<file path="config.mk">
export PLATFORM = sky130hd
export DESIGN_NAME = c2p_back
export DESIGN_NICKNAME = d
export VERILOG_FILES = /design/src/hw/rtl/c2p_pkg.sv /design/src/hw/rtl/c2p_back.sv
export SDC_FILE = /design/constraint.sdc
export NUM_CORES = 1
export LEC_CHECK = 0
export ABC_CLOCK_PERIOD_IN_PS = 10400
export BUFFER_PORTS_ARGS = -buffer_cell sky130_fd_sc_hd__buf_2
export CAP_MARGIN = 15
export CORE_ASPECT_RATIO = 0.75
export CORE_MARGIN = 1
export CORE_UTILIZATION = 46
export CTS_CLUSTER_SIZE = 8
export DETAILED_ROUTE_END_ITERATION = 10
export GPL_ROUTABILITY_DRIVEN = 0
export PLACE_DENSITY = 0.88
export SLEW_MARGIN = 20
export SYNTH_ARGS = -nofsm -noshare
export SYNTH_HDL_FRONTEND = slang
export SYNTH_SLANG_ARGS = --single-unit
</file>
<file path="constraint.sdc">
create_clock -name clock -period 10.4 [get_ports clock]
set_input_delay 1.56 -clock clock [delete_from_list [all_inputs] [get_ports clock]]
set_output_delay 1.56 -clock clock [all_outputs]
set_load 0.02 [all_outputs]
</file>
<file path="src/hw/rtl/c2p_pkg.sv">
// ----------------------------------------------------------------------------
// c2p_pkg
// Shared constants, the arctangent table and the pipeline payload type for
// the Cartesian-to-polar converter.
// ----------------------------------------------------------------------------
package c2p_pkg;

   localparam int DATA_WIDTH   = 16;
   localparam int ITERATIONS   = 16;
   localparam int FRAC_BITS    = 16;
   localparam int PHASE_WIDTH  = 32;
   localparam int MAG_WIDTH    = 16;
   localparam int ANGLE_WIDTH  = 16;

   // x grows by the CORDIC gain (< 1.65) on top of sqrt(2) * full scale
   localparam int CORDIC_WIDTH = DATA_WIDTH + FRAC_BITS + 3;
   localparam int SQ_WIDTH     = 2 * DATA_WIDTH;
   localparam int SQRT_STEPS   = DATA_WIDTH;
   localparam int ITER_STAGES  = (ITERATIONS > SQRT_STEPS) ? ITERATIONS : SQRT_STEPS;
   // two front stages, the iteration stages, one output stage
   localparam int NUM_STAGES   = ITER_STAGES + 3;

   localparam logic [PHASE_WIDTH-1:0] PHASE_PI    = 32'h8000_0000;
   localparam logic [PHASE_WIDTH-1:0] PHASE_HALF  = 32'h0000_8000;
   localparam logic [MAG_WIDTH-1:0]   MAG_MAX     = '1;

   // round(atan(2^-i) * 2^31 / pi)
   localparam logic [PHASE_WIDTH-1:0] ATAN_TAB [32] = '{
      32'h20000000, 32'h12E4051E, 32'h09FB385B, 32'h051111D4,
      32'h028B0D43, 32'h0145D7E1, 32'h00A2F61E, 32'h00517C55,
      32'h0028BE53, 32'h00145F2F, 32'h000A2F98, 32'h000517CC,
      32'h00028BE6, 32'h000145F3, 32'h0000A2F9, 32'h0000517C,
      32'h000028BE, 32'h0000145F, 32'h00000A2F, 32'h00000517,
      32'h0000028B, 32'h00000145, 32'h000000A2, 32'h00000051,
      32'h00000028, 32'h00000014, 32'h0000000A, 32'h00000005,
      32'h00000002, 32'h00000001, 32'h00000000, 32'h00000000
   };

   typedef struct packed {
      logic signed [CORDIC_WIDTH-1:0] x;
      logic signed [CORDIC_WIDTH-1:0] y;
      logic [PHASE_WIDTH-1:0]         z;
      logic [SQ_WIDTH-1:0]            rem;
      logic [SQ_WIDTH-1:0]            root;
      logic                           zero;
   } iter_type;

endpackage

</file>
<file path="src/hw/rtl/c2p_back.sv">
// ----------------------------------------------------------------------------
// c2p_back
// Output stage: rounds the square root to nearest, saturates it, and rounds
// the 32-bit phase to the 16-bit angle (zero for a zero input).
// ----------------------------------------------------------------------------
module c2p_back (
   input  logic                             clock,
   input  logic                             stage_en,
   input  c2p_pkg::iter_type                data_in,
   output logic [c2p_pkg::MAG_WIDTH-1:0]    magnitude,
   output logic [c2p_pkg::ANGLE_WIDTH-1:0]  angle
);

   localparam int SW = c2p_pkg::SQ_WIDTH;
   localparam int PW = c2p_pkg::PHASE_WIDTH;
   localparam int MW = c2p_pkg::MAG_WIDTH;
   localparam int AW = c2p_pkg::ANGLE_WIDTH;

   logic [SW:0]    mag_full;
   logic [PW-1:0]  phase_rnd;
   logic [MW-1:0]  mag_ff, mag_in;
   logic [AW-1:0]  angle_ff, angle_in;

   // remainder above the root means the true root is past k + 0.5
   assign mag_full  = {1'b0, data_in.root} + (SW+1)'(data_in.rem > data_in.root);
   assign phase_rnd = data_in.z + c2p_pkg::PHASE_HALF;

   always_comb begin
      if (mag_full > (SW+1)'(c2p_pkg::MAG_MAX)) begin
         mag_in = c2p_pkg::MAG_MAX;
      end else begin
         mag_in = mag_full[MW-1:0];
      end
      if (data_in.zero) begin
         angle_in = '0;
      end else begin
         angle_in = phase_rnd[PW-1 -: AW];
      end
   end

   always_ff @(posedge clock) begin
      if (stage_en) begin
         mag_ff   <= mag_in;
         angle_ff <= angle_in;
      end
   end

   assign magnitude = mag_ff;
   assign angle     = angle_ff;

endmodule
</file>
# == Yosys cells after proc, flatten, opt, wreduce, memory -nomap -nowiden ==
# Cells that the tools add are included.
# word_totals
reg_bits,32
latchBits,0
mem_bits_rw,0
mem_bits_ro,0
inputBits,169
out_inout_bits,32
elab_cells,6
n_memories,0
# classes
addsub,2
n_mul,0
div,0
magnitude_cmp,2
eq_ne,0
n_shift,0
mux,0
n_bitwise,0
reduce_logical,0
# ops
cell,count
$add 32x1->33,1
$gt 33x16->1 const B,1
$add 32x16->32 const B,1
$gt 32x32->1,1

# == Logic depth before layout (Yosys ltp) ==
# logic_depth
depth_word,3
mapped_depth,17

# == Worst setup path before layout ==
# No wires, ideal clock.
# synth_timing
kind,input -> register
start,input data_in[15] (netlist name)
end,"register mag_ff[4], in the netlist magnitude[4] (data pin)"
setup_ns,0.262
t_arrival_ns,4.641
slack_ns,5.498
stages,15
n_path_buf,1
path_cell_list,inv_1 > ha_1 > nand3_1 > or4_1 > a21oi_1 > o31ai_1 > a21oi_1 > ha_1 > nand4_1 > nor2_1 > or4b_1 > mux2i_1 > nor4_2 > buf_6 > nand3_1
# synth_via
elab_chain_cells,3
# synth_rtl
element,line,source
"start, declared",c2p_back.sv:9,"input c2p_pkg::iter_type data_in,"
$gt 32x32->1,c2p_back.sv:25,"assign mag_full = {1'b0, data_in.root} + (SW+1)'(data_in.rem > data_in.root);"
$add 32x1->33 (*),c2p_back.sv:25,
$gt 33x16->1,c2p_back.sv:29,if (mag_full > (SW+1)'(c2p_pkg::MAG_MAX)) begin
"end signal, assigned",c2p_back.sv:43,mag_ff <= mag_in;
"end, declared",c2p_back.sv:21,"logic [MW-1:0] mag_ff, mag_in;"
# Mark *: on every way between the ends. The rest lies on a longest branch, timed or not.
# A chain may end at the register's enable or synchronous reset.

# == Worst setup path in the final report ==
# layout_timing
start,input data_in[16] (netlist name)
end,"register mag_ff[15], in the netlist magnitude[15] (data pin)"
# The elaborated chain is that of the path after synthesis.

==> key figures <==
Run status
  – Status: finished clean

Clock network
  – Total CTS buffers: 5
  – Post-CTS Hold Fix Bufs: 0
  – Max Root-Sink Buffers: 2
  – H-Tree Depth: 2
  – Clk slew on worst S/H paths: 70 ps
  – Clk sinks: 32
  – CTS tree: built
  – Postcts setup bufs: 0
  – Root buffer cell: clkbuf_8
  – CTS resizes: 0

Layout
  – Final design utilization: 59.0%
  – Final #Nets: 651
  – Area delta synth->final: 23.8%
  – Share of layout cells above drive strength 1: 30.6%
  – Ant diodes: 0
  – Post-route cell area: 3710 sq um
  – Most frequent cells in the layout: buf_2 (115), nor2_1 (38), ha_1 (35)
  – Commonest non-fill, non-tap cell in the layout: buf_2

Synth
  – Post-synth top area cell: edfxtp_1
  – Synth area leaders: edfxtp_1 (32%), ha_1 (15%), xnor2_1 (5.3%)
  – Number of synthesized flops with an enable pin: 32
  – Sequential share of the synthesized area: 32.1%
  – Share of the synthesized area in the top cell type: 32.1%
  – Async S/R FF share, synth: 0%
  – Yosys Warn Count: 0
  – Synth Net Count: 534
  – Netlist cell types: 48
  – Synthesized area: 3000 sq um
  – Post-synth top flop: edfxtp_1
  – Mean Syn Cell Area: 9.08 sq um
  – FF+latch count, synth: 32
  – Gate Count Post-Synth: 330

Route
  – Antenna-violating nets left: 0
  – Drt via density: 5.80
  – Detailed-route via count: 3,067
  – DR WL/cell: 15.9 microns
  – Iteration-0 DRC Markers: 205
  – DR DRC count: 0
  – Final WL: 8.42 mm
  – Drt first pass iters: 5

Place
  – Post-Place Worst Slack: 4660 ps
  – PortBufs: 115
  – Final HPWL DP: 6.85 mm
  – DP Area: 3620 sq um

Setup path
  – Setup crit start: data_in[16]
  – Critical Path Source Type: primary input
  – Worst Path Arrival: 5450 ps
  – Worst path max stage delay: 880 ps
  – Slowest-stage cell, CP: a211oi_2
  – CP Class: primary input to flip-flop
  – Crit path max-delay family: simple AND/OR/NAND/NOR gates
  – Critical Path Sink Type: flip-flop
  – CP max FO: 16
  – Worst Path Required: 10,380 ps
  – Cell depth of the worst setup path: 15
  – CP bufs+invs: 2
  – Worst path cell trace: buf_2 > inv_1 > ha_1 > nand3_1 > or4_1 > a21oi_1 > o31ai_1 > a21oi_1 > ha_1 > and4_4 > nand4_4 > nor4_4 > mux2i_1 > a211oi_2 > nand4b_1

Timing
  – RSZ-0062 raised after global routing: false
  – Fmax: 183 MHz
  – Worst-Margin Slew: 1060 ps
  – Final setup fails: 0
  – Fin. Hold Viols: 0
  – Fin crit share: 52.6%
  – Fin crit period: 5470 ps
  – Worst rel slew slack: 28.9%
  – Final WS setup: 4930 ps
  – Setup_tns: 0 ps
  – Max Slew Vio Count: 0

Pwr
  – Pwr per Cell Area: 94.9 nW/um^2
  – Register share of total power: 43.4%
  – VDD IR max: 0.0464 mV
  – LEAKAGE: 1.68 nW
  – Clk pwr share: 27.8%
  – Comb power frac: 28.8%
  – Sw power: 114 uW
  – Pint: 238 uW
  – Switching Fraction: 32.3%

Floorplan
  – Core Footprint: 6290 sq um
  – Die Area: 6840 sq um
  – Effective utilization at floorplan: 47.6%
  – Die X: 95.2 microns
  – # IOs: 201
  – Row cnt: 25
  – Die height: 71.9 microns

Global route
  – Initial antenna violation count: 0
  – Largest net degree at the start of global routing: 33
  – Vias in the first global route: 2,858
  – First-pass GRT wire length: 13.2 mm
  – Total congestion overflow: 0
  – GRT Total Usage: 25.2%

Hold path
  – Min-delay src: data_in[95]
  – Hold crit path type: primary input to flip-flop
  – Hold Path Sink: angle[14]
  – Hold depth: 3

Job
  – Total of max-cap violations: 0
## worst max-delay path by stage
| stage | end | slack, ps |
|---|---|---|
| 2_1_floorplan | magnitude[4] | 5500 |
| 3_3_place_gp | magnitude[2] | 4800 |
| 3_5_place_dp | magnitude[15] | 4660 |
| 4_1_cts | magnitude[15] | 4950 |
| 5_1_grt | magnitude[1] | 4650 |
| 6_report | magnitude[15] | 4930 |
## power groups by stage
stage	logic (mW)	clock network (mW)	registers [mW]
after floorplan	0.0432	0	0.167
after global placement	0.0939	0	0.155
after detailed placement	0.0990	0	0.156
after CTS	0.0997	0.0982	0.153
after global routing	0.112	0.105	0.153
final	0.101	0.0980	0.153
## metrics by stage
stage | power (mW) | std cells | hold slack, ps
detailed placement | 0.255 | 521 | 1930
global route | 0.370 | 529 | 1650
global placement | 0.249 | 521 | 1910
finish | 0.352 | 529 | 1640
floorplan | 0.211 | 330 | 1670
CTS | 0.351 | 529 | 1640
## synthesized netlist by cell type, types with 2 or more instances
cell type,n
nor2_1,38
ha_1,35
inv_1,33
edfxtp_1,32
nand3_1,27
nand4_1,18
xnor2_1,18
a21oi_1,16
nand2_1,16
a21o_1,11
nor3_1,10
xor2_1,10
o21ai_0,9
and4_1,5
and3_1,4
buf_6,4
or3_1,4
and4_2,3
nor4_1,3
a211oi_1,2
a211oi_2,2
mux2i_1,2
nor2b_1,2
o21a_1,2
## area by class of cell
| type | instances | area [sq um] |
|---|---|---|
| multi-input combinational | 259 | 1850 |
| clock buffer | 5 | 68.8 |
| fill | 539 | 2580 |
| clock inverter | 3 | 23.8 |
| tap | 81 | 101 |
| timing repair buffer | 116 | 583 |
| sequential | 32 | 961 |
| inverter | 33 | 124 |
## state kept, by name, indices dropped and copies added, names as in the netlist
signal     count
magnitude     16
angle         16
## routing by layer
layer	track usage, %	vias to the layer above	routed length [microns]
met4	12.6	0	358
met2	40.5	152	3920
met1	32.8	1418	3570
met3	4.03	38	567
met5	0	-	0
li1	-	1459	-
## cells by family (layout without fill, tap and decap cells)
family / count (synthesis) / in the layout / synth area share [%]
adders and majority gates: 35 / 35 / 14.6
AOI/OAI and AO/OA: 53 / 53 / 12.2
DFF: 32 / 32 / 32.1
and+or+nand+nor: 141 / 141 / 26.0
buffers and inverters: 39 / 157 / 6.27
muxes: 2 / 2 / 0.668
xor gates and xnor gates: 28 / 28 / 8.19
No activity file was read; power rests on OpenSTA's default activity.
