--- src/hw/rtl/c2p_pkg.sv ---
// ----------------------------------------------------------------------------
// c2p_pkg
// Shared constants, the arctangent table and the pipeline payload type for
// the Cartesian-to-polar converter.
// ----------------------------------------------------------------------------
package c2p_pkg;

   localparam int DATA_WIDTH   = 16;
   localparam int ITERATIONS   = 16;
   localparam int FRAC_BITS    = 16;
   localparam int PHASE_WIDTH  = 32;
   localparam int MAG_WIDTH    = 16;
   localparam int ANGLE_WIDTH  = 16;

   // x grows by the CORDIC gain (< 1.65) on top of sqrt(2) * full scale
   localparam int CORDIC_WIDTH = DATA_WIDTH + FRAC_BITS + 3;
   localparam int SQ_WIDTH     = 2 * DATA_WIDTH;
   localparam int SQRT_STEPS   = DATA_WIDTH;
   localparam int ITER_STAGES  = (ITERATIONS > SQRT_STEPS) ? ITERATIONS : SQRT_STEPS;
   // two front stages, the iteration stages, one output stage
   localparam int NUM_STAGES   = ITER_STAGES + 3;

   localparam logic [PHASE_WIDTH-1:0] PHASE_PI    = 32'h8000_0000;
   localparam logic [PHASE_WIDTH-1:0] PHASE_HALF  = 32'h0000_8000;
   localparam logic [MAG_WIDTH-1:0]   MAG_MAX     = '1;

   // round(atan(2^-i) * 2^31 / pi)
   localparam logic [PHASE_WIDTH-1:0] ATAN_TAB [32] = '{
      32'h20000000, 32'h12E4051E, 32'h09FB385B, 32'h051111D4,
      32'h028B0D43, 32'h0145D7E1, 32'h00A2F61E, 32'h00517C55,
      32'h0028BE53, 32'h00145F2F, 32'h000A2F98, 32'h000517CC,
      32'h00028BE6, 32'h000145F3, 32'h0000A2F9, 32'h0000517C,
      32'h000028BE, 32'h0000145F, 32'h00000A2F, 32'h00000517,
      32'h0000028B, 32'h00000145, 32'h000000A2, 32'h00000051,
      32'h00000028, 32'h00000014, 32'h0000000A, 32'h00000005,
      32'h00000002, 32'h00000001, 32'h00000000, 32'h00000000
   };

   typedef struct packed {
      logic signed [CORDIC_WIDTH-1:0] x;
      logic signed [CORDIC_WIDTH-1:0] y;
      logic [PHASE_WIDTH-1:0]         z;
      logic [SQ_WIDTH-1:0]            rem;
      logic [SQ_WIDTH-1:0]            root;
      logic                           zero;
   } iter_type;

endpackage

--- src/hw/rtl/c2p_front.sv ---
// ----------------------------------------------------------------------------
// c2p_front
// Two stages: squares and pre-rotation into the right half plane, then the
// sum of squares that seeds the square-root recurrence.
// ----------------------------------------------------------------------------
module c2p_front (
   input  logic                            clock,
   input  logic [1:0]                      stage_en,
   input  logic [c2p_pkg::DATA_WIDTH-1:0]  real_part,
   input  logic [c2p_pkg::DATA_WIDTH-1:0]  imag_part,
   output c2p_pkg::iter_type               data_out
);

   localparam int DW = c2p_pkg::DATA_WIDTH;
   localparam int CW = c2p_pkg::CORDIC_WIDTH;
   localparam int SW = c2p_pkg::SQ_WIDTH;
   localparam int PW = c2p_pkg::PHASE_WIDTH;

   logic signed [DW-1:0] re;
   logic signed [DW-1:0] im;
   logic signed [SW-1:0] prod_re;
   logic signed [SW-1:0] prod_im;
   logic signed [CW-1:0] x_scaled;
   logic signed [CW-1:0] y_scaled;

   logic [SW-1:0]        sq_re_ff;
   logic [SW-1:0]        sq_im_ff;
   logic signed [CW-1:0] x_ff, x_in;
   logic signed [CW-1:0] y_ff, y_in;
   logic [PW-1:0]        z_ff, z_in;
   logic                 zero_ff;

   c2p_pkg::iter_type    out_ff, out_in;

   assign re       = signed'(real_part);
   assign im       = signed'(imag_part);
   assign prod_re  = SW'(re) * SW'(re);
   assign prod_im  = SW'(im) * SW'(im);
   assign x_scaled = CW'(re) <<< c2p_pkg::FRAC_BITS;
   assign y_scaled = CW'(im) <<< c2p_pkg::FRAC_BITS;

   // left half plane: turn by pi first
   always_comb begin
      if (re[DW-1]) begin
         x_in = -x_scaled;
         y_in = -y_scaled;
         z_in = c2p_pkg::PHASE_PI;
      end else begin
         x_in = x_scaled;
         y_in = y_scaled;
         z_in = '0;
      end
   end

   always_ff @(posedge clock) begin
      if (stage_en[0]) begin
         sq_re_ff <= unsigned'(prod_re);
         sq_im_ff <= unsigned'(prod_im);
         x_ff     <= x_in;
         y_ff     <= y_in;
         z_ff     <= z_in;
         zero_ff  <= (re == '0) && (im == '0);
      end
   end

   always_comb begin
      out_in.x    = x_ff;
      out_in.y    = y_ff;
      out_in.z    = z_ff;
      out_in.rem  = sq_re_ff + sq_im_ff;
      out_in.root = '0;
      out_in.zero = zero_ff;
   end

   always_ff @(posedge clock) begin
      if (stage_en[1]) begin
         out_ff <= out_in;
      end
   end

   assign data_out = out_ff;

endmodule

--- config.mk ---
export PLATFORM = sky130hd
export DESIGN_NAME = c2p_front
export DESIGN_NICKNAME = d
export VERILOG_FILES = /design/src/hw/rtl/c2p_pkg.sv /design/src/hw/rtl/c2p_front.sv
export SDC_FILE = /design/constraint.sdc
export NUM_CORES = 1
export LEC_CHECK = 0
export BUFFER_PORTS_ARGS = -buffer_cell sky130_fd_sc_hd__buf_2
export CORE_MARGIN = 3
export CORE_UTILIZATION = 50
export DETAILED_ROUTE_END_ITERATION = 16
export GPL_ROUTABILITY_DRIVEN = 0
export HOLD_SLACK_MARGIN = 0.02
export PLACE_DENSITY = 0.67
export SYNTH_ARGS = -nofsm -noshare
export SYNTH_HDL_FRONTEND = slang
export SYNTH_SLANG_ARGS = --single-unit
--- constraint.sdc ---
create_clock -name clock -period 14.8 [get_ports clock]
set_clock_uncertainty 0.15 [all_clocks]
set_input_delay 0.74 -clock clock [delete_from_list [all_inputs] [get_ports clock]]
set_output_delay 0.74 -clock clock [all_outputs]
set_load 0.05 [all_outputs]
# Word level (Yosys, flattened, before mapping)

Index checks and enable logic that the tools add are counted.

Add/subtract/negate cells: 3
Multipliers: 2
Mux-type cells: 3
Reduce and logical (&&, ||, !) cells: 3

Operators with widths:

| kind                                           | number |
|---|---|
| 32-bit negator with 35-bit output              | 2 |
| 16-bit by 16-bit multiplier with 32-bit output | 2 |
| 35-bit two-way mux                             | 1 |
| 32-bit adder                                   | 1 |
| 16-bit logical NOT                             | 2 |
| 32-bit two-way mux                             | 1 |
| 31-bit two-way mux                             | 1 |
| 1-bit logical AND                              | 1 |

Register bits after elaboration: 302
Output and inout bits: 167
Word-level logic and storage cells: 24

# Longest topological paths before layout

Word-level depth: 2
Mapped depth: 27
Mapped depth without buffers: 24

# Least setup slack after synthesis

Ideal clock, no wire load.

Kind: in2reg
Start: input imag_part[15] (netlist bit)
End: register sq_im_ff[31], data pin
Arrival time: 6.859 ns
Path slack: 7.531 ns
Stages: 22
Buffers on the path: 2
Path through: clkbuf_1 > clkinv_1 > clkbuf_1 > nor2_1 > fa_1 > fa_1 > fa_1 > fa_1 > fa_1 > inv_1 > fa_1 > inv_1 > ha_1 > a21o_1 > a21o_1 > a21oi_1 > inv_1 > a21oi_1 > o31ai_2 > a2111oi_4 > a21oi_1 > xnor2_1

Word-level cells in the longest chain between the ends: 1

Ends and longest elaborated chain:

| what                                           | line            | RTL |
|---|---|---|
| start, declared                                | c2p_front.sv:10 | `input logic [c2p_pkg::DATA_WIDTH-1:0] imag_part,` |
| 16-bit by 16-bit multiplier with 32-bit output | c2p_front.sv:38 | `assign prod_im = SW'(im) * SW'(im);` |
| via prod_im[31]                                | c2p_front.sv:22 | `logic signed [SW-1:0] prod_im;` |
| end signal, assigned                           | c2p_front.sv:58 | `sq_im_ff <= unsigned'(prod_im);` |
| end, declared                                  | c2p_front.sv:27 | `logic [SW-1:0] sq_im_ff;` |

The timed path passes the listed nets, and every way through them passes these cells.
A chain may end at the register's enable or synchronous reset.

# Worst setup path after layout

Start: input real_part[15] (netlist bit)
End: register sq_re_ff[30], data pin

Word-level cells in the longest chain between the ends: 1

Ends and longest elaborated chain:

| what                                           | line            | RTL |
|---|---|---|
| start, declared                                | c2p_front.sv:9  | `input logic [c2p_pkg::DATA_WIDTH-1:0] real_part,` |
| 16-bit by 16-bit multiplier with 32-bit output | c2p_front.sv:37 | `assign prod_re = SW'(re) * SW'(re);` |
| via prod_re[30]                                | c2p_front.sv:21 | `logic signed [SW-1:0] prod_re;` |
| end signal, assigned                           | c2p_front.sv:57 | `sq_re_ff <= unsigned'(prod_re);` |
| end, declared                                  | c2p_front.sv:26 | `logic [SW-1:0] sq_re_ff;` |

The timed path passes the listed nets, and every way through them passes these cells.

==> metrics.yaml <==
clkLatencyLatePin_ns: 0.47
synth_cell_types: 70
synth_cells: 2527
grt_max_degree: 73
numCtsBuffers: 17
synth_commonest_cells: "inv_1, fa_1, ha_1, nand2_1, edfxtp_1"
ys_seq_area_share_pct: 20.0
io_pins: 202
fill_cells: 4491
row_count: 82
status: "finished, final reports clean"
mappedNetlistArea_sq_mm: 0.0258
grt_pass1_wl_um: 88100
routedWlPerCell_um: 16.1
cap_viol_max_count: 0
portBuffers: 106
track_usage_pct: 20.6
vias: 16700
drc: 0
critPathLaunchType: "input pin"
hold_viol_final: 0
synthTopCellsByArea: "fa_1, edfxtp_1, ha_1"
crit_arrival_ns: 7.85
avgSynthCellArea_sq_um: 10.2
die_h_um: 233
postCtsHoldBufs: 0
crit_type: "input pin to flip-flop"
finalSetupViolations: 0
drive_above_1_share_pct: 6.79
grt_overflow: 0
layout_min_cycle_time_ns: 7.79
relSlewSlack_pct: 30.9
yosys_warnings: 0
clock-root-buffer: "clkbuf_16"
hold_path.class: "flip-flop to flip-flop"
multi_input_area_sq_mm: 0.0176
crit_required_ns: 14.86
crit_path_end_kind: "flip-flop"
cts_sinks: 172
dp_hpwl_um: 43100
post-synth-top-count-cell: "inv_1"
area_growth_pct: 5.30
regArea_sq_mm: 0.00516
routed_via_density: 5.10
synth_top_cell_area_share_pct: 36.5
core-area_sq_mm: 0.0506
synth_async_sr_flop_share_pct: 0
htree_num_levels: 4
synth_ff_type: "edfxtp_1"
clk_pin_slew_ns: 0.07
cts_tree: "built"
critPathMaxFanout: 48
dieArea_sq_mm: 0.0544
antenna_found_initial: 1
timing.final.crit_share_pct: 52.6
fp.dieW_um: 233
detail-route-antenna-nets: 0
wl_um: 52800
synth_edf_count: 172
ys_ff_latch: 172
cts_resized: 0
post_cts_buffers: 0
diodes: 0
finalMaxSlewViolations: 0
initial_core_util_pct: 51.1
nNetsFinal: 3315
rsz0062_at_grt: "no"
first_pass_iters: 5
tightest_slew_ns: 1.04
drt_iter0_markers: 967
grt_pass1_vias: 18100
max_freq_mhz: 128
finalSetupTns_ns: 0
synth.largest_area_cell: "fa_1"
cts_buffer_depth: 2
## final timing paths
| path | cells past startpoint | from | end | slack, ns |
|---|---|---|---|---|
| setup / recovery | 19 | real_part[15] | sq_re_ff[30] | 7.01 |
| hold / removal | 0 | y_ff[30] | data_out[127] | 0.27 |
| setup reg to reg | 10 | sq_im_ff[3] | data_out[64] | 11.37 |
| hold reg to reg | 0 | y_ff[30] | data_out[127] | 0.27 |
## sequential cells by signal, indices dropped and copies added (netlist names)
signal and count:
data_out 72, sq_im_ff 31, sq_re_ff 31, x_ff 18
y_ff 18, z_ff 1, zero_ff 1
## worst max-delay path, cell delays in order
cell and delay, ns:
buf_2 0.71, inv_1 0.34, nor2_1 0.48, fa_1 0.61, fa_1 0.85, fa_1 0.51, fa_1 0.47, fa_1 0.54
inv_1 0.06, fa_1 0.54, inv_1 0.05, ha_1 0.34, a21o_1 0.19, a21o_1 0.20, a2111oi_0 0.41, o21ai_0 0.19
a21oi_2 0.20, nor3_1 0.06, a311o_1 0.31
## routing by layer
layer	global-route usage (%)	up-vias	wire length (um)
met2	36.4	372	27200
met5	0	-	0
li1	-	7688	-
met1	26.8	8567	22000
met3	2.37	77	2250
met4	6.33	0	1360
## placed cells by master, fill, tap and decap left out, types with 60 or more instances in the layout
master and count:
inv_1 642, ha_1 216, nor2_1 116, a21oi_1 80, fa_1 471, edfxtp_1 172, nand2_1 183, conb_1 96
and2_1 60, xnor2_1 121, buf_2 104
## logic make-up after synthesis
group                    share of synthesized area (%)
buffers and inverters                             13.1
adder cells (fa/ha/maj)                           47.0
AND/OR/NAND/NOR                                   8.19
AO/OA/AOI/OAI                                     6.81
flip-flops                                        20.0
XOR/XNOR                                          4.78
multiplexers                                     0.160
other                                           0.0145
## metrics by stage
step | hold WS [ns] | util, % | worst slack, ns | cell area (sq um) | instances
after floorplan | 0.250 | - | 7.53 | 26200 | 2622
after global placement | 0.252 | 52.7 | 6.78 | 26600 | 3246
after detailed placement | 0.256 | 52.7 | 6.57 | 26600 | 3246
after CTS | 0.270 | 53.8 | 7.07 | 27200 | 3278
after global routing | 0.272 | 53.8 | 6.63 | 27200 | 3278
final | 0.271 | 53.8 | 7.01 | 27200 | 3278
## layout make-up
class | instances | area share, %
Multi-Input combinational cell | 1644 | 64.9
Sequential cell | 172 | 19.0
Tap cell | 672 | 3.09
Timing Repair Buffer | 109 | 2.05
Clock buffer | 17 | 1.56
Inverter | 649 | 8.95
Clock inverter | 15 | 0.501
Power is left out: the tool's default activity adds up to more than one toggle a clock period on the data nets, which glitch-free logic cannot reach.
