--- config.mk ---
export PLATFORM = sky130hd
export DESIGN_NAME = c2p_ctrl
export DESIGN_NICKNAME = d
export VERILOG_FILES = /design/src/hw/rtl/c2p_pkg.sv /design/src/hw/rtl/c2p_ctrl.sv
export SDC_FILE = /design/constraint.sdc
export NUM_CORES = 1
export LEC_CHECK = 0
export BUFFER_PORTS_ARGS = -buffer_cell sky130_fd_sc_hd__buf_2
export CORE_MARGIN = 1
export CORE_UTILIZATION = 57
export CTS_BUF_LIST = sky130_fd_sc_hd__clkbuf_8
export DETAILED_ROUTE_END_ITERATION = 8
export PLACE_DENSITY = 0.84
export REMOVE_ABC_BUFFERS = 1
export SKIP_LAST_GASP = 1
export SYNTH_ARGS = -nofsm -noshare
export SYNTH_HDL_FRONTEND = slang
export SYNTH_SLANG_ARGS = --single-unit
--- constraint.sdc ---
create_clock -name clock -period 4.65 [get_ports clock]
set_input_delay 0.93 -clock clock [delete_from_list [all_inputs] [get_ports clock]]
set_output_delay 0.93 -clock clock [all_outputs]
set_load 0.01 [all_outputs]
--- src/hw/rtl/c2p_pkg.sv ---
// ----------------------------------------------------------------------------
// c2p_pkg
// Shared constants, the arctangent table and the pipeline payload type for
// the Cartesian-to-polar converter.
// ----------------------------------------------------------------------------
package c2p_pkg;

   localparam int DATA_WIDTH   = 16;
   localparam int ITERATIONS   = 16;
   localparam int FRAC_BITS    = 16;
   localparam int PHASE_WIDTH  = 32;
   localparam int MAG_WIDTH    = 16;
   localparam int ANGLE_WIDTH  = 16;

   // x grows by the CORDIC gain (< 1.65) on top of sqrt(2) * full scale
   localparam int CORDIC_WIDTH = DATA_WIDTH + FRAC_BITS + 3;
   localparam int SQ_WIDTH     = 2 * DATA_WIDTH;
   localparam int SQRT_STEPS   = DATA_WIDTH;
   localparam int ITER_STAGES  = (ITERATIONS > SQRT_STEPS) ? ITERATIONS : SQRT_STEPS;
   // two front stages, the iteration stages, one output stage
   localparam int NUM_STAGES   = ITER_STAGES + 3;

   localparam logic [PHASE_WIDTH-1:0] PHASE_PI    = 32'h8000_0000;
   localparam logic [PHASE_WIDTH-1:0] PHASE_HALF  = 32'h0000_8000;
   localparam logic [MAG_WIDTH-1:0]   MAG_MAX     = '1;

   // round(atan(2^-i) * 2^31 / pi)
   localparam logic [PHASE_WIDTH-1:0] ATAN_TAB [32] = '{
      32'h20000000, 32'h12E4051E, 32'h09FB385B, 32'h051111D4,
      32'h028B0D43, 32'h0145D7E1, 32'h00A2F61E, 32'h00517C55,
      32'h0028BE53, 32'h00145F2F, 32'h000A2F98, 32'h000517CC,
      32'h00028BE6, 32'h000145F3, 32'h0000A2F9, 32'h0000517C,
      32'h000028BE, 32'h0000145F, 32'h00000A2F, 32'h00000517,
      32'h0000028B, 32'h00000145, 32'h000000A2, 32'h00000051,
      32'h00000028, 32'h00000014, 32'h0000000A, 32'h00000005,
      32'h00000002, 32'h00000001, 32'h00000000, 32'h00000000
   };

   typedef struct packed {
      logic signed [CORDIC_WIDTH-1:0] x;
      logic signed [CORDIC_WIDTH-1:0] y;
      logic [PHASE_WIDTH-1:0]         z;
      logic [SQ_WIDTH-1:0]            rem;
      logic [SQ_WIDTH-1:0]            root;
      logic                           zero;
   } iter_type;

endpackage

--- src/hw/rtl/c2p_ctrl.sv ---
// ----------------------------------------------------------------------------
// c2p_ctrl
// Valid bits and per-stage load enables. A stage loads when it is empty or
// when the stage after it loads, so bubbles are squeezed out under stall.
// ----------------------------------------------------------------------------
module c2p_ctrl (
   input  logic                           clock,
   input  logic                           reset,
   input  logic                           in_valid,
   output logic                           in_ready,
   output logic                           out_valid,
   input  logic                           out_ready,
   output logic [c2p_pkg::NUM_STAGES-1:0] stage_en
);

   localparam int NS = c2p_pkg::NUM_STAGES;

   logic [NS-1:0] valid_ff;
   logic [NS-1:0] valid_in;

   assign stage_en[NS-1] = !valid_ff[NS-1] || out_ready;

   for (genvar k = 0; k < NS - 1; k++) begin : g_en
      assign stage_en[k] = !valid_ff[k] || stage_en[k+1];
   end

   assign valid_in[0] = stage_en[0] ? in_valid : valid_ff[0];
   for (genvar k = 1; k < NS; k++) begin : g_valid
      assign valid_in[k] = stage_en[k] ? valid_ff[k-1] : valid_ff[k];
   end

   always_ff @(posedge clock) begin
      if (reset) begin
         valid_ff <= '0;
      end else begin
         valid_ff <= valid_in;
      end
   end

   assign in_ready  = stage_en[0];
   assign out_valid = valid_ff[NS-1];

endmodule

# Word level (Yosys, flattened, before mapping)
# Cells that the tools add are included.
# W data, S select, Z words.
word_totals:
  out_inout_bits: 21
  in_bits: 4
  reg_bits: 19
  elab_cells: 57
classes:
  reduce_logical: 38
ops:
  columns: ["operator", "n"]
  rows:
  - ["$logic_not A1 Y1", 19]
  - ["$logic_or A1 B1 Y1", 19]

# Longest topological paths before layout
# Gate-level depths: netlist of run 1.
depth:
  ltp_word: 20
  mapped_depth: 6
  depth_no_buf: 4

# Least setup slack after synthesis of run 1
# Ideal clock, no wire load.
synth_timing:
  path_type: "input to output"
  startpoint: "in out_ready"
  endpoint: "out stage_en[0] (netlist bit)"
  stages: 6
  t_arrival_ns: 2.029
  n_path_buf: 2
  t_required_ns: 3.720
  setup_slack_ns: 1.691
  path_cell_list: "and3b_2 -> buf_6 -> inv_2 -> nor4_4 -> nand3_1 -> buf_4"
synth_via:
  elab_chain_cells: 19
synth_lines:
  columns: ["item", "line", "text"]
  rows:
  - ["from (decl)", "c2p_ctrl.sv:12", "input logic out_ready,"]
  - ["$logic_or A1 B1 Y1", "c2p_ctrl.sv:21", "assign stage_en[NS-1] = !valid_ff[NS-1] || out_ready;"]
  - ["$logic_or A1 B1 Y1", "c2p_ctrl.sv:24", "assign stage_en[k] = !valid_ff[k] || stage_en[k+1];"]
  - ["via stage_en (one bit)", "c2p_ctrl.sv:13", "output logic [c2p_pkg::NUM_STAGES-1:0] stage_en"]
  - ["$logic_or A1 B1 Y1 (17 in a row)", "c2p_ctrl.sv:24", null]
  - ["to (decl)", "c2p_ctrl.sv:13", null]
# The timed path passes the listed nets, and every way through them passes these cells.

# Worst setup path in the final report of run 1
layout_timing:
  startpoint: "in out_ready"
  endpoint: "out stage_en[0] (netlist bit)"
layout_via:
  elab_chain_cells: 19
layout_lines:
  columns: ["item", "line"]
  rows:
  - ["$logic_or A1 B1 Y1", "c2p_ctrl.sv:21"]
  - ["$logic_or A1 B1 Y1 (18 in a row)", "c2p_ctrl.sv:24"]
# No other way between the ends.

==> metrics.txt, run 1 <==
wire length per cell 12.75 um; final core occ 0.7028; Max Root-Sink Buffers 2; crit-path most repeated cell buf_2; relative slew slack 0.7307; pwr dens 264.3 nW/um^2; # IOs 25; CTS root buffer clkbuf_8; initial antenna violation count 0; vias post-DR 796; Pre-antenna DRT Iters 4; clk_lat worst skew 250 ps; final instance area around 1100 um^2; critical path, cell by cell buf_2 -> and3b_2 -> inv_2 -> nor4_4 -> nand3_1 -> buf_2; Total GRT Usage 0.2159; max-cap violations 0; CTS H-Tree Depth 1; Detailed Route WL 1.798 mm; first-pass GRT wire length 2.898 mm; Final min period a little over 3000 ps; Seq/Total Area, Yosys 0.4075; number of post-CTS setup repair buffers 0; largest net degree at the start of global routing 26; post-CTS sizing 0; Largest register FFs 19; die width 42.47 um; CP endpoint kind primary output; Synthesis Warnings 0; total gr overflow 0; pre-CTS WS 1626 ps; Fillers 124; Finish-stage setup viols 0; vias in the first global route 705; CP arrival 2090 ps; gate count after technology mapping about 100; Required @ worst endpoint ~3700 ps; ANT cells 0; CTS tree yes; Final Max Slew Viols 0; register bit total from synthesis 19; Vias/cell 5.645; Tcrit/Tclk final 0.6492; Mapped Area 933.4 um^2; Clk pin slew, worst setup/hold paths 70 ps; GPL Wtd Cong 0.8202; Synth cell types 32; crit-path max cell delay 360 ps; setup slack after layout 1631 ps; Achievable Freq 331.2 MHz; Worst VDD drop 241.0 uV; Die ar. approximately 1800 um^2; Clock Skew 2.492 ps; number of clock sinks 19; total leakage power 0.3867 nW; CP startpoint kind input port; floorplan row count 14; final hold violation count 0; starting density of the core 0.6125; hold-fix buffer count after cts 0; Largest Register valid_ff; post-DP HPWL 1.310 mm; area delta synth->final 14.75%; status complete, no violations; net total in the final layout between 100 and 150; setup TNS 0 ps; Syn Area/Cell 8.975 um^2; DP Area 1026 um^2; Max Fanout on Critical Path 11; worst hold path type register to register; number of port buffers 24; total power 0.2831 mW; CP Class input port to primary output; fraction of layout cells with a size suffix above 1 0.3360; cts bufs inserted 3; antenna viol nets, final 0; Die Ht 42.47 um; RSZ-0062 raised after global routing false; Top Registers valid_ff (19); Worst path slowest cell and3b_2; core area roughly 1500 um^2; 1st-iter DRT viols 17; Post-route DRC 0; measured slew at the worst slew-check pin 403.9 ps
routing by layer:
layer  vias up  routed length (um)  GRT usage
li1        405                   -          -
met1       366                 809     0.2406
met2        23                 908     0.3846
met3         2                  72    0.03879
met4         0                   8     0.1125
met5         -                   0          0
synthesized netlist by cell type:
| cell | n | area (um^2) |
|---|---|---|
| a21oi_1 | 9 | 45.04 |
| buf_2 | 2 | 10.01 |
| nor4_4 | 1 | 21.27 |
| o22ai_1 | 2 | 12.51 |
| nand3_1 | 8 | 40.04 |
| and3b_2 | 1 | 10.01 |
| nand4_1 | 5 | 31.28 |
| nand2_1 | 6 | 22.52 |
| o31ai_1 | 3 | 22.52 |
| or2b_2 | 2 | 17.52 |
| and4b_1 | 1 | 10.01 |
| o32ai_2 | 1 | 16.27 |
| buf_4 | 1 | 7.510 |
| clkbuf_1 | 2 | 7.510 |
| or2_4 | 1 | 8.760 |
| o41ai_2 | 2 | 32.53 |
| inv_2 | 1 | 3.750 |
| and4_1 | 1 | 8.760 |
| and3_2 | 1 | 7.510 |
| nand3_2 | 2 | 20.02 |
| and3_1 | 3 | 18.77 |
| dfxtp_1 | 19 | 380.4 |
| nor2_1 | 6 | 22.52 |
| inv_1 | 12 | 45.04 |
| and2_2 | 1 | 7.510 |
| buf_6 | 2 | 22.52 |
| a41oi_1 | 1 | 8.760 |
| nand3b_1 | 1 | 7.510 |
| and4_2 | 1 | 10.01 |
| nand2b_1 | 4 | 25.02 |
| nand4b_1 | 1 | 8.760 |
| nand4_4 | 1 | 21.27 |
final timing paths:
kind / startpoint / endpoint / slack [ps] / cells past startpoint
worst min register to register: valid_ff[17] / valid_ff[18] / 470 / 2
worst max-delay path: out_ready / stage_en[0] / 1630 / 6
worst min-delay path: valid_ff[17] / valid_ff[18] / 470 / 2
worst max register to register: valid_ff[16] / valid_ff[0] / 3210 / 3
cell usage in the layout (no fill, tap or decap):
cell | synthesis | routed
o31ai_1 | 3 | 3
nand3_1 | 8 | 8
nor2_1 | 6 | 6
and4_1 | 1 | 1
and4b_1 | 1 | 1
a21oi_1 | 9 | 9
nand2_1 | 6 | 6
nand3b_1 | 1 | 1
inv_2 | 1 | 1
and3b_2 | 1 | 1
buf_2 | 2 | 24
o41ai_2 | 2 | 2
nand4_1 | 5 | 5
o22ai_1 | 2 | 2
nand3_2 | 2 | 2
and3_2 | 1 | 1
nand4b_1 | 1 | 1
nor4_4 | 1 | 1
a41oi_1 | 1 | 1
clkbuf_8 | 0 | 3
inv_1 | 12 | 13
nand4_4 | 1 | 1
and4_2 | 1 | 1
nand2b_1 | 4 | 4
o32ai_2 | 1 | 1
and3_1 | 3 | 3
or2b_2 | 2 | 2
and2_2 | 1 | 1
dfxtp_1 | 19 | 19
or2_4 | 1 | 1
stage by stage:
stage	instances	hold WS, ps
2_1_floorplan	97	415.3
3_3_place_gp	137	437.8
3_5_place_dp	137	458.1
4_1_cts	141	475.7
5_1_grt	141	501.3
6_report	141	472.5
cell families (layout without fill, tap and decap cells):
| group | count (synthesis) | after routing | share of synthesized area |
|---|---|---|---|
| buffers and inverters | 20 | 41 | 0.1032 |
| AO/OA/AOI/OAI | 18 | 18 | 0.1475 |
| flip-flops | 19 | 19 | 0.4075 |
| AND/OR/NAND/NOR | 47 | 47 | 0.3418 |
layout make-up:
class / count / area (um^2) / area share
inverters: 13 / 48.80 / 0.04556
well taps: 16 / 20.02 / 0.01869
repair buffers: 24 / 120.1 / 0.1121
flip-flops and latches: 19 / 380.4 / 0.3551
clock buffers: 3 / 41.29 / 0.03855
clock inverters: 1 / 3.754 / 0.003505
multi-input cells: 65 / 456.7 / 0.4264
critical path, delay by kind of cell:
| family | cells | cell delay (ps) |
|---|---|---|
| buffers and inverters | 3 | 340 |
| AND/OR/NAND/NOR | 3 | 820 |
power breakdown:
group / internal [mW] / switching (mW) / leakage, nW
Clock: 0.0586 / 0.0512 / 0.0269
Combinational: 0.00372 / 0.00429 / 0.206
Sequential: 0.164 / 0.00115 / 0.154
No activity file was read; power rests on OpenSTA's default activity.
==> inputs of run 2 (changes only) <==
Settings changed: CORE_UTILIZATION 57 to 48, PLACE_DENSITY 0.84 to 0.75.
Clock period 4.65 ns to 2.5 ns, I/O delays scaled along.
==> run 2 against run 1 <==
Sequential cell count stayed put; setup slack got worse by 1300 ps; first-iteration DRC count fell by 47%; register-to-register slack got worse by 2200 ps; clock power is 84% higher; critical path depth decreased by 2; core utilization is 9.6 points lower; largest cell class unchanged.
==> metrics.txt, run 2 (synthesis results as in run 1) <==
status complete, no violations; vias post-DR 784 (-1.5%); final hold violation count 0 (unchanged); Post-route DRC 0 (unchanged); fraction of layout cells with a size suffix above 1 0.3360 (unchanged); cts bufs inserted 3 (unchanged); final cell count without fillers 150 (+6.4%); pwr dens 484.7 nW/um^2 (+83%); DP Area 1037 um^2 (+1.1%); wire length per cell 11.48 um (-10%); Total GRT Usage 0.1823 (-0.03362); ANT cells 0 (unchanged); crit-path max cell delay 450 ps (+90 ps); Tcrit/Tclk final 0.8810; core area 1783 um^2 (+17%); Detailed Route WL 1.722 mm (-4.2%); Clk pin slew, worst setup/hold paths 70 ps (about the same); number of clock sinks 19 (unchanged); die width 46.10 um (+8.5%); Required @ worst endpoint 2000 ps (-1720 ps); CTS tree yes; first-pass GRT wire length 2.822 mm (-2.6%); CP arrival 1700 ps (-390 ps); starting density of the core 0.5235 (-0.08897); relative slew slack 0.7315 (+0.0007960); commonest cells after routing, fill and taps aside 24 x buf_2, 19 x dfxtp_1, 13 x inv_1; CTS H-Tree Depth 1 (unchanged); final core occ 0.6070 (-0.09577); CP endpoint kind primary output; setup TNS 0 ps (unchanged); Finish-stage setup viols 0 (unchanged); Max Root-Sink Buffers 2 (unchanged); Largest register FFs 19 (unchanged); vias in the first global route 673 (-4.5%); Achievable Freq 454.0 MHz; placed insts 146 (+6.6%); antenna viol nets, final 0 (unchanged); number of port buffers 24 (unchanged); Die Ht 46.10 um (+8.5%); most common cell after layout, fill and taps aside buf_2; Final min period 2203 ps; CP startpoint kind register; max-cap violations 0 (unchanged); CP bufs+invs 1 (-2); Worst Hold Margin 452.0 ps (-20.53 ps); area delta synth->final 15.95%; clk_lat worst skew 250 ps (about the same); Largest Register valid_ff; number of post-CTS setup repair buffers 0 (unchanged); 1st-iter DRT viols 9 (-8); CP Class register to primary output; Final Max Slew Viols 0 (unchanged); Worst path slowest cell and4_1; total gr overflow 0 (unchanged); largest net degree at the start of global routing 26 (unchanged); worst hold path type register to register; Clock Skew 1.781 ps (-0.7108 ps); net total in the final layout 130 (unchanged); initial antenna violation count 0 (unchanged); Reg area 380.4 um^2 (unchanged); Vias/cell 5.227 (-7.4%); Die ar. 2125 um^2 (+18%); Max Fanout on Critical Path 10 (-1); Worst VDD drop 317.2 uV (+32%); total leakage power 0.3867 nW (unchanged); final instance area 1082 um^2 (+1.1%); Fillers 161 (+30%); CP delay by family, top simple AND/OR/NAND/NOR gates; measured slew at the worst slew-check pin 402.7 ps (-1.194 ps); floorplan row count 15 (+1); hold-fix buffer count after cts 0 (unchanged); RSZ-0062 raised after global routing false; # IOs 25 (unchanged); critical path, cell by cell and4_1 -> and4_2 -> nand4_1 -> buf_2; Pre-antenna DRT Iters 4 (unchanged); GPL Wtd Cong 0.7368 (-10%); post-DP HPWL 1.266 mm (-3.4%); Multi-input gate area 456.7 um^2 (unchanged); post-CTS sizing 0 (unchanged); CTS root buffer clkbuf_8; Top Registers valid_ff (19)
-- run 2: final timing paths --
kind,cells past startpoint,endpoint,slack [ps],from
max,4,stage_en[4],300,valid_ff[16]
max reg2reg,3,valid_ff[0],1040,valid_ff[16]
min reg2reg,2,valid_ff[14],450,valid_ff[13]
min,2,valid_ff[14],450,valid_ff[13]
-- run 2: worst register-to-register path, delay by kind of cell, from the launching register on --
family | cells | cell delay [ps]
compound gates | 1 | 300
flops | 1 | 410
simple gates | 2 | 670
-- run 2: through the flow --
| stage | setup slack, ps | total power [mW] |
|---|---|---|
| 2_1_floorplan | 546.9 | 0.3205 |
| 3_3_place_gp | 390.4 | 0.3286 |
| 3_5_place_dp | 369.3 | 0.3293 |
| 4_1_cts | 294.3 | 0.5284 |
| 5_1_grt | 179.2 | 0.5413 |
| 6_report | 297.5 | 0.5245 |
-- run 2: cell type report --
class                           instances  area share
Clock inverter                          1    0.003468
Multi-Input combinational cell         65      0.4220
Tap cell                               25     0.02890
Inverter                               13     0.04509
Sequential cell                        19      0.3514
Timing Repair Buffer                   24      0.1110
Clock buffer                            3     0.03815
-- run 2: report_power, final --
part	total [mW]	switching [mW]	internal [mW]	leakage [nW]
clock network	0.202	0.0936	0.109	0.0269
registers	0.307	0.00217	0.305	0.154
logic	0.0148	0.00791	0.00691	0.206
total	0.525	0.104	0.421	0.387
-- run 2: layer usage --
metal	up-vias	routed length, um	track usage
li1	408	-	-
met1	360	840	0.2464
met2	14	824	0.2930
met3	2	47	0.02353
met4	0	9	0.07059
met5	-	0	0
==> inputs of run 3 (changes only) <==
Settings changed: BUFFER_PORTS_ARGS -buffer_cell sky130_fd_sc_hd__buf_2 to unset, CORE_UTILIZATION 48 to 57, DONT_BUFFER_PORTS set to 1, PLACE_DENSITY 0.75 to 0.73.
==> run 3 against run 2 <==
Clock skew is 0.65 ps lower; register-to-register slack better by 30 ps; final area is 12% lower; highest routed layer unchanged.
==> metrics.txt, run 3 (synthesis results as in run 1) <==
status complete, no violations; CP delay by family, top simple AND/OR/NAND/NOR gates; RSZ-0062 raised after global routing false; Worst Hold Margin 301.6 ps (-150.4 ps); floorplan row count 14 (-1); CP Class register to primary output; antenna viol nets, final 0 (unchanged); Max Root-Sink Buffers 2 (unchanged); cts bufs inserted 3 (unchanged); Pre-antenna DRT Iters 4 (unchanged); pwr dens 551.4 nW/um^2 (+14%); 1st-iter DRT viols 25 (+16); CTS tree yes; most common cell after layout, fill and taps aside dfxtp_1; CTS root buffer clkbuf_8; Worst R2R End valid_ff[0]; total gr overflow 0 (unchanged); vias in the first global route 636 (-5.5%); Detailed Route WL 1.709 mm (-0.75%); relative slew slack 0.7566 (+0.02513); total leakage power 0.3240 nW (-16%); Vias/cell 6.128 (+17%); Total GRT Usage 0.1987 (+0.01648); number of port buffers 0 (-100%); CP bufs+invs 1 (unchanged); commonest cells after routing, fill and taps aside 19 x dfxtp_1, 13 x inv_1, 9 x a21oi_1; Final min period 2219 ps (+16.61 ps); Post-route DRC 0 (unchanged); fraction of layout cells with a size suffix above 1 0.1782 (-0.1578); Largest register FFs 19 (unchanged); Fillers 131 (-19%); die width 42.47 um (-7.9%); worst hold path type input port to register; wire length per cell 14.61 um (+27%); Clk pin slew, worst setup/hold paths 70 ps (about the same); clk_lat worst skew 260 ps (about the same); largest net degree at the start of global routing 26 (unchanged); post-CTS sizing 0 (unchanged); ANT cells 0 (unchanged); vias post-DR 717 (-8.5%); Max Fanout on Critical Path 11 (+1); Final Max Slew Viols 0 (unchanged); Reg area 380.4 um^2 (unchanged); hold-fix buffer count after cts 0 (unchanged); Achievable Freq 450.6 MHz (-0.75%); Endpoint, Worst Hold valid_ff[10]; number of clock sinks 19 (unchanged); CP arrival 1720 ps (+20 ps); CP endpoint kind primary output; measured slew at the worst slew-check pin 365.0 ps (-37.70 ps); Multi-input gate area 456.7 um^2 (unchanged); Crit. path cell count 4 (unchanged); area delta synth->final 1.877%; starting density of the core 0.6125 (+0.08897); Required @ worst endpoint 2000 ps (about the same); Finish-stage setup viols 0 (unchanged); # IOs 25 (unchanged); core area 1524 um^2 (-15%); Worst VDD drop 328.8 uV (+3.6%); number of post-CTS setup repair buffers 0 (unchanged); Clock Skew 1.133 ps (-0.6482 ps); Die ar. 1803 um^2 (-15%); setup TNS 0 ps (unchanged); GPL Wtd Cong 0.7316 (-0.71%); max-cap violations 0 (unchanged); critical path, cell by cell and3b_2 -> inv_2 -> nor4_4 -> nand3_1; Top Registers valid_ff (19); Tcrit/Tclk final 0.8877 (+0.006642); CP startpoint valid_ff[18]; hold wc startpoint reset; crit-path max cell delay 420 ps (-30 ps); CTS H-Tree Depth 1 (unchanged); CP startpoint kind register; hold path depth 1 (-1); first-pass GRT wire length 2.732 mm (-3.2%); Worst path slowest cell dfxtp_1; Largest Register valid_ff; flop2flop setup slack 1070 ps (+30 ps); Die Ht 42.47 um (-7.9%); net total in the final layout 106 (-18%); final hold violation count 0 (unchanged); r2r startpoint valid_ff[16]; initial antenna violation count 0 (unchanged); post-DP HPWL 1.236 mm (-2.4%); r2r worst-path depth 3 (unchanged)
[run 3: changes by cell type in the layout (fill, tap and decap cells not counted), sizes merged]
| cell | previous run | this run |
|---|---|---|
| buf | 24 | 0 |
[run 3: metal layers]
layer | vias to the layer above | wire length [um] | track usage
li1 | 358 | - | -
met1 | 334 | 786 | 0.2378
met5 | - | 0 | 0
met3 | 5 | 57 | 0.03017
met2 | 20 | 823 | 0.3354
met4 | 0 | 41 | 0.1125
[run 3: stage by stage]
step	area [um^2]	cells	setup WS (ps)	util	total power [mW]
after floorplan	885.9	97	546.9	-	0.3205
after global placement	905.9	113	499.1	0.5944	0.3213
after detailed placement	905.9	113	455.2	0.5944	0.3215
after CTS	950.9	117	279.0	0.6240	0.5283
after global routing	950.9	117	173.2	0.6240	0.5331
final	950.9	117	280.9	0.6240	0.5243
[run 3: worst max path at each step]
| stage | end | slack [ps] |
|---|---|---|
| after floorplan | in_ready | 550 |
| after global placement | in_ready | 500 |
| after detailed placement | stage_en[0] | 460 |
| after CTS | stage_en[0] | 280 |
| after global routing | stage_en[0] | 170 |
| final | stage_en[0] | 280 |
[run 3: worst register-to-register path: stages, from the launching register on]
cell,delay (ps)
dfxtp_1,400
and4_1,440
nand4_4,210
o41ai_2,290
[run 3: layout make-up]
type | count | share of cell area
clock inverters | 1 | 0.003947
flip-flops and latches | 19 | 0.4000
inverters | 13 | 0.05132
multi-input cells | 65 | 0.4803
clock buffers | 3 | 0.04342
well taps | 16 | 0.02105
[run 3: power breakdown]
| part | leakage (nW) | internal (mW) | switching [mW] |
|---|---|---|---|
| combinational | 0.144 | 0.00537 | 0.00195 |
| sequential | 0.154 | 0.305 | 0.00205 |
| clock | 0.0269 | 0.109 | 0.101 |
